`src/hw/rtl/rbc_pkg.sv`:
```
// Shared types and constants for the range-or-bitset run chooser.
// No dependencies; imported by rbc_classify, rbc_tracker and the top level.
package rbc_pkg;

    // Width of the codepoint fields on the ports.
    localparam int OUT_BITS      = 21;
    // Varint carries 7 payload bits per byte (radix 128).
    localparam int VARINT_SHIFT  = 7;
    // Bitmap bytes hold 8 codepoints.
    localparam int BYTE_SHIFT    = 3;

    typedef enum logic
    {
        CMD_ADD = 1'b0,
        CMD_END = 1'b1
    } rbc_cmd_t;

    typedef struct packed
    {
        logic [OUT_BITS-1:0] run_start;
        logic [OUT_BITS-1:0] run_end;
        logic                as_range;
        logic                end_of_set;
    } rbc_result_t;

endpackage

```
`src/hw/rtl/rbc_classify.sv`:
```
// Range-versus-bitmap cost comparison for one closed run.
// Depends on rbc_pkg (shift constants).
module rbc_classify
    import rbc_pkg::*;
#(
    parameter int CODE_BITS = 21
)
(
    input  logic [CODE_BITS-1:0] run_first,
    input  logic [CODE_BITS-1:0] run_last,
    input  logic [CODE_BITS-1:0] emitted_last,
    input  logic                 prior_valid,
    input  logic [CODE_BITS-1:0] prior_last,
    input  logic                 has_next,
    input  logic [CODE_BITS-1:0] next_first,
    output logic                 as_range
);

    localparam int GROUPS = (CODE_BITS + VARINT_SHIFT - 1) / VARINT_SHIFT;
    localparam int VW     = $clog2(GROUPS + 1);
    localparam int CW     = CODE_BITS + 1;

    // Bytes needed to hold v as a varint, minimum one.
    function automatic logic [VW-1:0] varint_bytes(input logic [CODE_BITS-1:0] v);
        logic [VW-1:0] n;
        n = VW'(1);
        for (int k = 1; k < GROUPS; k++)
        begin
            if ((v >> (VARINT_SHIFT * k)) != '0)
            begin
                n = n + VW'(1);
            end
        end
        return n;
    endfunction

    logic [CODE_BITS-1:0] gap;
    logic [CODE_BITS-1:0] span;
    logic [1:0]           shared;
    logic [CW-1:0]        range_cost;
    logic [CW-1:0]        bitmap_bytes;

    always_comb
    begin
        gap  = (run_first >= emitted_last) ? (run_first - emitted_last) : '0;
        span = run_last - run_first;

        // Bytes shared with the neighbor runs come off the bitmap cost;
        // moved to the left side so the compare stays unsigned.
        shared = 2'd0;
        if (prior_valid && ((prior_last >> BYTE_SHIFT) == (run_first >> BYTE_SHIFT)))
        begin
            shared = shared + 2'd1;
        end
        if (has_next && ((next_first >> BYTE_SHIFT) == (run_last >> BYTE_SHIFT)))
        begin
            shared = shared + 2'd1;
        end

        range_cost   = CW'(varint_bytes(gap)) + CW'(varint_bytes(span)) + CW'(shared);
        // ceil((span + 1) / 8) == span / 8 + 1
        bitmap_bytes = CW'(span >> BYTE_SHIFT) + CW'(1);

        as_range = (run_first != run_last) && (range_cost <= bitmap_bytes);
    end

endmodule

```
`src/hw/rtl/rbc_tracker.sv`:
```
// Run tracking state: joins ascending codepoints into runs, decides when
// a run closes and builds its result. Depends on rbc_pkg and rbc_classify.
module rbc_tracker
    import rbc_pkg::*;
#(
    parameter int CODE_BITS = 21
)
(
    input  logic                clk,
    input  logic                rst_n,
    input  logic                item_valid,
    input  rbc_cmd_t            item_cmd,
    input  logic [OUT_BITS-1:0] item_cp,
    input  logic                advance,
    output logic                emit,
    output rbc_result_t         result
);

    logic                 run_open_reg,     run_open_next;
    logic [CODE_BITS-1:0] run_first_reg,    run_first_next;
    logic [CODE_BITS-1:0] run_last_reg,     run_last_next;
    logic                 prior_valid_reg,  prior_valid_next;
    logic [CODE_BITS-1:0] prior_last_reg,   prior_last_next;
    logic [CODE_BITS-1:0] emitted_last_reg, emitted_last_next;

    logic [CODE_BITS-1:0] cp;
    logic                 is_end;
    logic                 has_next;
    logic                 as_range;

    assign cp     = CODE_BITS'(item_cp);
    assign is_end = (item_cmd == CMD_END);
    // a codepoint that closes a run is the next run's first value;
    // the end item has no next run
    assign has_next = !is_end;

    rbc_classify #(
        .CODE_BITS (CODE_BITS)
    ) u_classify (
        .run_first    (run_first_reg),
        .run_last     (run_last_reg),
        .emitted_last (emitted_last_reg),
        .prior_valid  (prior_valid_reg),
        .prior_last   (prior_last_reg),
        .has_next     (has_next),
        .next_first   (cp),
        .as_range     (as_range)
    );

    always_comb
    begin
        run_open_next     = run_open_reg;
        run_first_next    = run_first_reg;
        run_last_next     = run_last_reg;
        prior_valid_next  = prior_valid_reg;
        prior_last_next   = prior_last_reg;
        emitted_last_next = emitted_last_reg;
        emit              = 1'b0;

        if (item_valid)
        begin
            if (is_end)
            begin
                emit              = run_open_reg;
                run_open_next     = 1'b0;
                run_first_next    = '0;
                run_last_next     = '0;
                prior_valid_next  = 1'b0;
                prior_last_next   = '0;
                emitted_last_next = '0;
            end
            else if (!run_open_reg)
            begin
                run_open_next  = 1'b1;
                run_first_next = cp;
                run_last_next  = cp;
            end
            else if (cp <= run_last_reg)
            begin
                // out of order: dropped
            end
            else if ({1'b0, cp} == ({1'b0, run_last_reg} + (CODE_BITS + 1)'(1)))
            begin
                run_last_next = cp;
            end
            else
            begin
                emit             = 1'b1;
                run_first_next   = cp;
                run_last_next    = cp;
                prior_valid_next = 1'b1;
                prior_last_next  = run_last_reg;
                if (as_range)
                begin
                    emitted_last_next = run_last_reg;
                end
            end
        end
    end

    always_comb
    begin
        result.run_start  = OUT_BITS'(run_first_reg);
        result.run_end    = OUT_BITS'(run_last_reg);
        result.as_range   = as_range;
        result.end_of_set = is_end;
    end

    always_ff @(posedge clk or negedge rst_n)
    begin
        if (!rst_n)
        begin
            run_open_reg     <= 1'b0;
            run_first_reg    <= '0;
            run_last_reg     <= '0;
            prior_valid_reg  <= 1'b0;
            prior_last_reg   <= '0;
            emitted_last_reg <= '0;
        end
        else if (advance)
        begin
            run_open_reg     <= run_open_next;
            run_first_reg    <= run_first_next;
            run_last_reg     <= run_last_next;
            prior_valid_reg  <= prior_valid_next;
            prior_last_reg   <= prior_last_next;
            emitted_last_reg <= emitted_last_next;
        end
    end

endmodule

```
`src/hw/rtl/range_or_bitset_chooser.sv`:
```
// Top level of the range-or-bitset run chooser: input register, run
// tracker and result register. Depends on rbc_pkg and rbc_tracker.

// Codepoints of a set arrive one per item in ascending order (tuser = 0);
// an item with tuser = 1 ends the set. Consecutive codepoints are joined
// into runs, and every run that closes comes out as one item carrying its
// first and last codepoint, tuser = 1 if it holds more than one codepoint
// and costs no more as an explicit range (varint gap + varint span) than
// as bitmap bytes, and tlast on the run flushed by the end item. A
// codepoint not above the previous one is dropped. The block takes one
// item per cycle while no result is held back by a full result register;
// a result passes the input register, then the result register, before
// it is presented. The pace is set by the update of the run state, which
// holds an item in the input register only while a result it must produce
// finds the result register still full.
module range_or_bitset_chooser
    import rbc_pkg::*;
#(
    parameter int CODE_BITS = 21
)
(
    input  logic        clk,
    input  logic        rst_n,
    // input items
    input  logic        s_axis_tvalid,
    output logic        s_axis_tready,
    input  logic [23:0] s_axis_tdata,   // [20:0] codepoint, [23:21] zero
    input  logic [0:0]  s_axis_tuser,   // [0] cmd
    // result items
    output logic        m_axis_tvalid,
    input  logic        m_axis_tready,
    output logic [47:0] m_axis_tdata,   // [20:0] run_start, [41:21] run_end, [47:42] zero
    output logic [0:0]  m_axis_tuser,   // [0] as_range
    output logic        m_axis_tlast    // end_of_set
);

    // input register
    logic                in_valid_reg, in_valid_next;
    rbc_cmd_t            in_cmd_reg;
    logic [OUT_BITS-1:0] in_cp_reg;

    // result register
    logic                out_valid_reg, out_valid_next;
    rbc_result_t         out_reg;

    logic                emit;
    rbc_result_t         result;
    logic                out_free;
    logic                fire;

    rbc_tracker #(
        .CODE_BITS (CODE_BITS)
    ) u_tracker (
        .clk        (clk),
        .rst_n      (rst_n),
        .item_valid (in_valid_reg),
        .item_cmd   (in_cmd_reg),
        .item_cp    (in_cp_reg),
        .advance    (fire),
        .emit       (emit),
        .result     (result)
    );

    // An item with no result always moves on; one with a result needs
    // the result register free (empty or being drained this cycle).
    assign out_free      = !out_valid_reg || m_axis_tready;
    assign fire          = in_valid_reg && (!emit || out_free);
    assign s_axis_tready = !in_valid_reg || fire;

    always_comb
    begin
        in_valid_next = in_valid_reg;
        if (s_axis_tready)
        begin
            in_valid_next = s_axis_tvalid;
        end

        out_valid_next = out_valid_reg;
        if (fire && emit)
        begin
            out_valid_next = 1'b1;
        end
        else if (m_axis_tready)
        begin
            out_valid_next = 1'b0;
        end
    end

    always_ff @(posedge clk or negedge rst_n)
    begin
        if (!rst_n)
        begin
            in_valid_reg  <= 1'b0;
            out_valid_reg <= 1'b0;
        end
        else
        begin
            in_valid_reg  <= in_valid_next;
            out_valid_reg <= out_valid_next;
        end
    end

    // payload, no reset
    always_ff @(posedge clk)
    begin
        if (s_axis_tready && s_axis_tvalid)
        begin
            in_cmd_reg <= rbc_cmd_t'(s_axis_tuser[0]);
            in_cp_reg  <= s_axis_tdata[OUT_BITS-1:0];
        end
        if (fire && emit)
        begin
            out_reg <= result;
        end
    end

    assign m_axis_tvalid = out_valid_reg;
    assign m_axis_tdata  = {6'd0, out_reg.run_end, out_reg.run_start};
    assign m_axis_tuser  = out_reg.as_range;
    assign m_axis_tlast  = out_reg.end_of_set;

`ifndef SYNTHESIS
    // a range always spans more than one codepoint
    a_range_multi: assert property (@(posedge clk) disable iff (!rst_n)
        (m_axis_tvalid && m_axis_tuser[0]) |-> (m_axis_tdata[20:0] != m_axis_tdata[41:21]))
        else $error("range result with a single codepoint");

    // a run never ends below its start
    a_run_order: assert property (@(posedge clk) disable iff (!rst_n)
        m_axis_tvalid |-> (m_axis_tdata[20:0] <= m_axis_tdata[41:21]))
        else $error("run end below run start");

    // a new result only follows a tracker step that produced one
    a_out_source: assert property (@(posedge clk) disable iff (!rst_n)
        $rose(m_axis_tvalid) |-> $past(fire && emit))
        else $error("result register loaded without a closed run");
`endif

endmodule

```
`config.mk`:
```
export PLATFORM = sky130hd
export DESIGN_NAME = range_or_bitset_chooser
export DESIGN_NICKNAME = d
export VERILOG_FILES = /design/src/hw/rtl/rbc_pkg.sv /design/src/hw/rtl/rbc_classify.sv /design/src/hw/rtl/rbc_tracker.sv /design/src/hw/rtl/range_or_bitset_chooser.sv
export SDC_FILE = /design/constraint.sdc
export NUM_CORES = 1
export LEC_CHECK = 0
export ABC_AREA = 1
export BUFFER_PORTS_ARGS = -buffer_cell sky130_fd_sc_hd__buf_2
export CORE_UTILIZATION = 55
export CTS_CLUSTER_SIZE = 10
export DETAILED_ROUTE_END_ITERATION = 7
export HOLD_SLACK_MARGIN = 0.03
export PLACE_DENSITY = 0.77
export SLEW_MARGIN = 20
export SYNTH_ARGS = -nofsm -noshare
export SYNTH_HDL_FRONTEND = slang
export SYNTH_SLANG_ARGS = --single-unit
```
`constraint.sdc`:
```
create_clock -name clk -period 5.3 [get_ports clk]
set_input_delay 0.53 -clock clk [delete_from_list [all_inputs] [get_ports clk]]
set_output_delay 0.53 -clock clk [all_outputs]
set_load 0.005 [all_outputs]
```
==> impl_metrics.env <==
export IMPL_drtIter0Drc=1021
export IMPL_grtUsageMet3_pct=5.44
export IMPL_regMostFlops="m_axis_tdata"
export IMPL_globalplace_congestion=0.955
export IMPL_fin_nets=1753
export IMPL_max_stage_delay_ns=0.52
export IMPL_final_setup_tns_ns=0
export IMPL_drt_pass1_iterations=8
export IMPL_slew_viol_final=0
export IMPL_fin_crit_sh_pct=97.4
export IMPL_io_buffers=71
export IMPL_switching_share_pct=42.2
export IMPL_syn_cell_area_mm2=0.0105
export IMPL_power_leakage_nw=6.71
export IMPL_muxShareOfSynthArea_pct=0
export IMPL_synth_edf_count=66
export IMPL_cellPowerDensity_mw_per_mm2=442
export IMPL_p_clk_share_pct=20.5
export IMPL_use_met2_pct=57.5
export IMPL_final_common_cell="nand2_1"
export IMPL_cts_sinks=151
export IMPL_critical_path_required_ns=5.43
export IMPL_num_rows=50
export IMPL_cts_hold_buf=0
export IMPL_syn_to_final_growth_pct=34.3
export IMPL_cap_violations=0
export IMPL_viasPerCell=5.65
export IMPL_rrSetupSlack_ns=0.14
export IMPL_use_met1_pct=43.0
export IMPL_layout_cells_non_filler=1896
export IMPL_r2r_start="u_tracker.run_first_reg[14]$_DFFE_PN0P_"
export IMPL_numCtsBuffers=17
export IMPL_fin_skew_ns=0.00935
export IMPL_max_slew_margin_pct=35.5
export IMPL_critPathLaunchType="register"
export IMPL_layout_drive_gt1_share_pct=32.4
export IMPL_wl_per_cell_um=18.1
export IMPL_grt_max_degree=86
export IMPL_p_switching_mw=2.62
export IMPL_num_antenna_cells=0
export IMPL_peakVddDrop_mv=0.259
export IMPL_drt_total_wl_um=34300
export IMPL_ant_nets=0
export IMPL_ctsRootBufferMaster="clkbuf_16"
export IMPL_synth_top_family_by_area="simple AND/OR/NAND/NOR gates"
export IMPL_clockBufferDepth=2
export IMPL_status="finished clean"
export IMPL_ys_seq_elements=151
export IMPL_vias=10721
export IMPL_grt_usage_pct=33.7
export IMPL_largest_reg_flops=42
export IMPL_die_area_mm2=0.0196
export IMPL_synth_simple_gate_area_share_pct=29.6
export IMPL_ys_seq_area_share_pct=39.2
export IMPL_dp_cells=1838
export IMPL_reg2reg_to="m_axis_tuser$_DFFE_PP_"
export IMPL_worstSetupEndpointType="register"
export IMPL_htreeDepth=4
export IMPL_finalCriticalPeriod_ns=5.16
export IMPL_hold_class="in -> async"
export IMPL_cts_tree="yes"
export IMPL_p_seq_share_pct=24.5
export IMPL_max_freq_mhz=194
export IMPL_synth_area_per_cell_um2=7.50
export IMPL_clkTransAtPathRegs_ns=0.07
export IMPL_final_util_pct=75.3
export IMPL_yosys_area_share_adder_pct=9.10
export IMPL_busiest_layer="met2"
export IMPL_layout_common_cells="344 x nand2_1, 184 x inv_1, 177 x buf_4"
export IMPL_grt_pass1_vias=9888
export IMPL_fp_coreArea_mm2=0.0187
export IMPL_ff2ff_path_depth=28
export IMPL_hpwl_um=24500
export IMPL_die_h_um=140
export IMPL_die_w_um=140
export IMPL_tightestPinTransition_ns=0.965
export IMPL_stdcell_area_mm2=0.0141
export IMPL_place_area_mm2=0.0122
export IMPL_hold_viol=0
export IMPL_synth_compound_area_share_pct=9.15
export IMPL_grt_pass1_wl_um=50700
export IMPL_p_comb_share_pct=55.0
export IMPL_critPathArrivalTime_ns=5.29
export IMPL_synth_top_flop_cell="dfrtp_1"
export IMPL_path_class="reg -> reg"
export IMPL_crit_fanout=7
export IMPL_finalSetupViolations=0
export IMPL_ys_async_sr_fraction_pct=56.3
export IMPL_yosys_warnings=0
export IMPL_power_internal_mw=3.59
export IMPL_rsz0062_at_grt="yes"
export IMPL_clk_latency_ns=0.44
export IMPL_synthCells=1397
export IMPL_holdWs_ns=0.125
export IMPL_post_route_drc_count=0
export IMPL_grt_ovfl_total=0
export IMPL_initial_utilization_pct=56.0
export IMPL_cpMaxStageDelayCell="fa_1"
export IMPL_grt_antenna_before_repair=0
export IMPL_io_pins=81
export IMPL_synth_distinct_cells=55
export IMPL_synth_xor_area_share_pct=3.34
## layer usage
| layer | wire [um] | vias to the layer above |
|---|---|---|
| li1 | - | 5048 |
| met1 | 13400 | 5032 |
| met2 | 16700 | 537 |
| met3 | 2760 | 104 |
| met4 | 1430 | 0 |
| met5 | 0 | - |
## cell type report
class / count / area [um^2]
inverter: 219 / 833
clock inverter: 14 / 178
timing repair inverter: 1 / 7.51
tap: 234 / 293
fill: 1312 / 4630
multi-input combinational: 1007 / 6450
clock buffer: 18 / 439
timing repair buffer: 252 / 1750
sequential: 151 / 4130
## worst max-delay path by stage
stage / start / end / slack [ns] / depth (start not counted)
after floorplan: u_tracker.run_first_reg[10]$_DFFE_PN0P_ / m_axis_tuser$_DFFE_PP_ / 0.36 / 30
after global placement: u_tracker.run_first_reg[14]$_DFFE_PN0P_ / u_tracker.emitted_last_reg[16]$_DFFE_PN0P_ / -0.16 / 33
after detailed placement: u_tracker.run_first_reg[5]$_DFFE_PN0P_ / u_tracker.emitted_last_reg[0]$_DFFE_PN0P_ / -0.33 / 32
after CTS: u_tracker.run_first_reg[19]$_DFFE_PN0P_ / m_axis_tuser$_DFFE_PP_ / 0.0002 / 29
after global routing: u_tracker.run_first_reg[9]$_DFFE_PN0P_ / u_tracker.emitted_last_reg[10]$_DFFE_PN0P_ / -0.14 / 30
final: u_tracker.run_first_reg[14]$_DFFE_PN0P_ / m_axis_tuser$_DFFE_PP_ / 0.14 / 28
## kinds of logic after synthesis
kind of cell    Yosys count
xor+xnor                 40
other cells               1
buf+inv                 245
compound gates          172
flops                   151
fa+ha+maj                75
simple gates            713
## power groups by stage
stage	clock [mW]	sequential [mW]	combinational, mW
3_3_place_gp	0	1.51	2.64
4_1_cts	1.28	1.49	2.83
3_5_place_dp	0	1.51	2.70
6_report	1.28	1.52	3.42
5_1_grt	1.32	1.53	3.73
2_1_floorplan	0	1.50	1.64
## synthesized netlist by cell type (all sizes together), types with 2 or more instances
library cell | n | share of area [%]
a211oi | 3 | 0.21
a21oi | 55 | 2.8
a31oi | 3 | 0.18
buf | 20 | 1.5
clkbuf | 6 | 0.24
dfrtp | 85 | 20
edfxtp | 66 | 19
fa | 2 | 0.38
ha | 73 | 8.7
inv | 218 | 7.8
nand2 | 414 | 15
nand3 | 106 | 5.2
nand3b | 4 | 0.29
nand4 | 26 | 1.7
nor2 | 130 | 5.1
nor3 | 19 | 1.2
nor4 | 7 | 0.42
o211ai | 4 | 0.29
o21ai | 80 | 3.8
o21bai | 6 | 0.43
o22ai | 11 | 0.66
o41ai | 2 | 0.17
or2 | 5 | 0.30
xnor2 | 8 | 0.67
xor2 | 32 | 2.7
## worst max-delay path: cells and delay by family, from the launching register on
family                   cells  cell delay (ns)
AND/OR/NAND/NOR             14             1.65
adder cells (fa/ha/maj)      6             1.63
buffers and inverters        5             0.62
flip-flops                   1             0.43
AO/OA/AOI/OAI                3             0.52
## through the flow
step	worst slack, ns	total power [mW]
6_report	0.140	6.22
5_1_grt	-0.137	6.59
4_1_cts	0.000241	5.60
3_5_place_dp	-0.329	4.21
3_3_place_gp	-0.161	4.15
2_1_floorplan	0.365	3.15
## timing repair
| action | CTS | global route |
|---|---|---|
| gates resized for setup | 50 | 204 |
| buffers inserted | 6 | 20 |
| endpoints found under the setup margin | 22 | 22 |
| pin swaps | 7 | 59 |
| gates cloned | 2 | 0 |
Note: power is estimated with default switching activity, not from simulation.
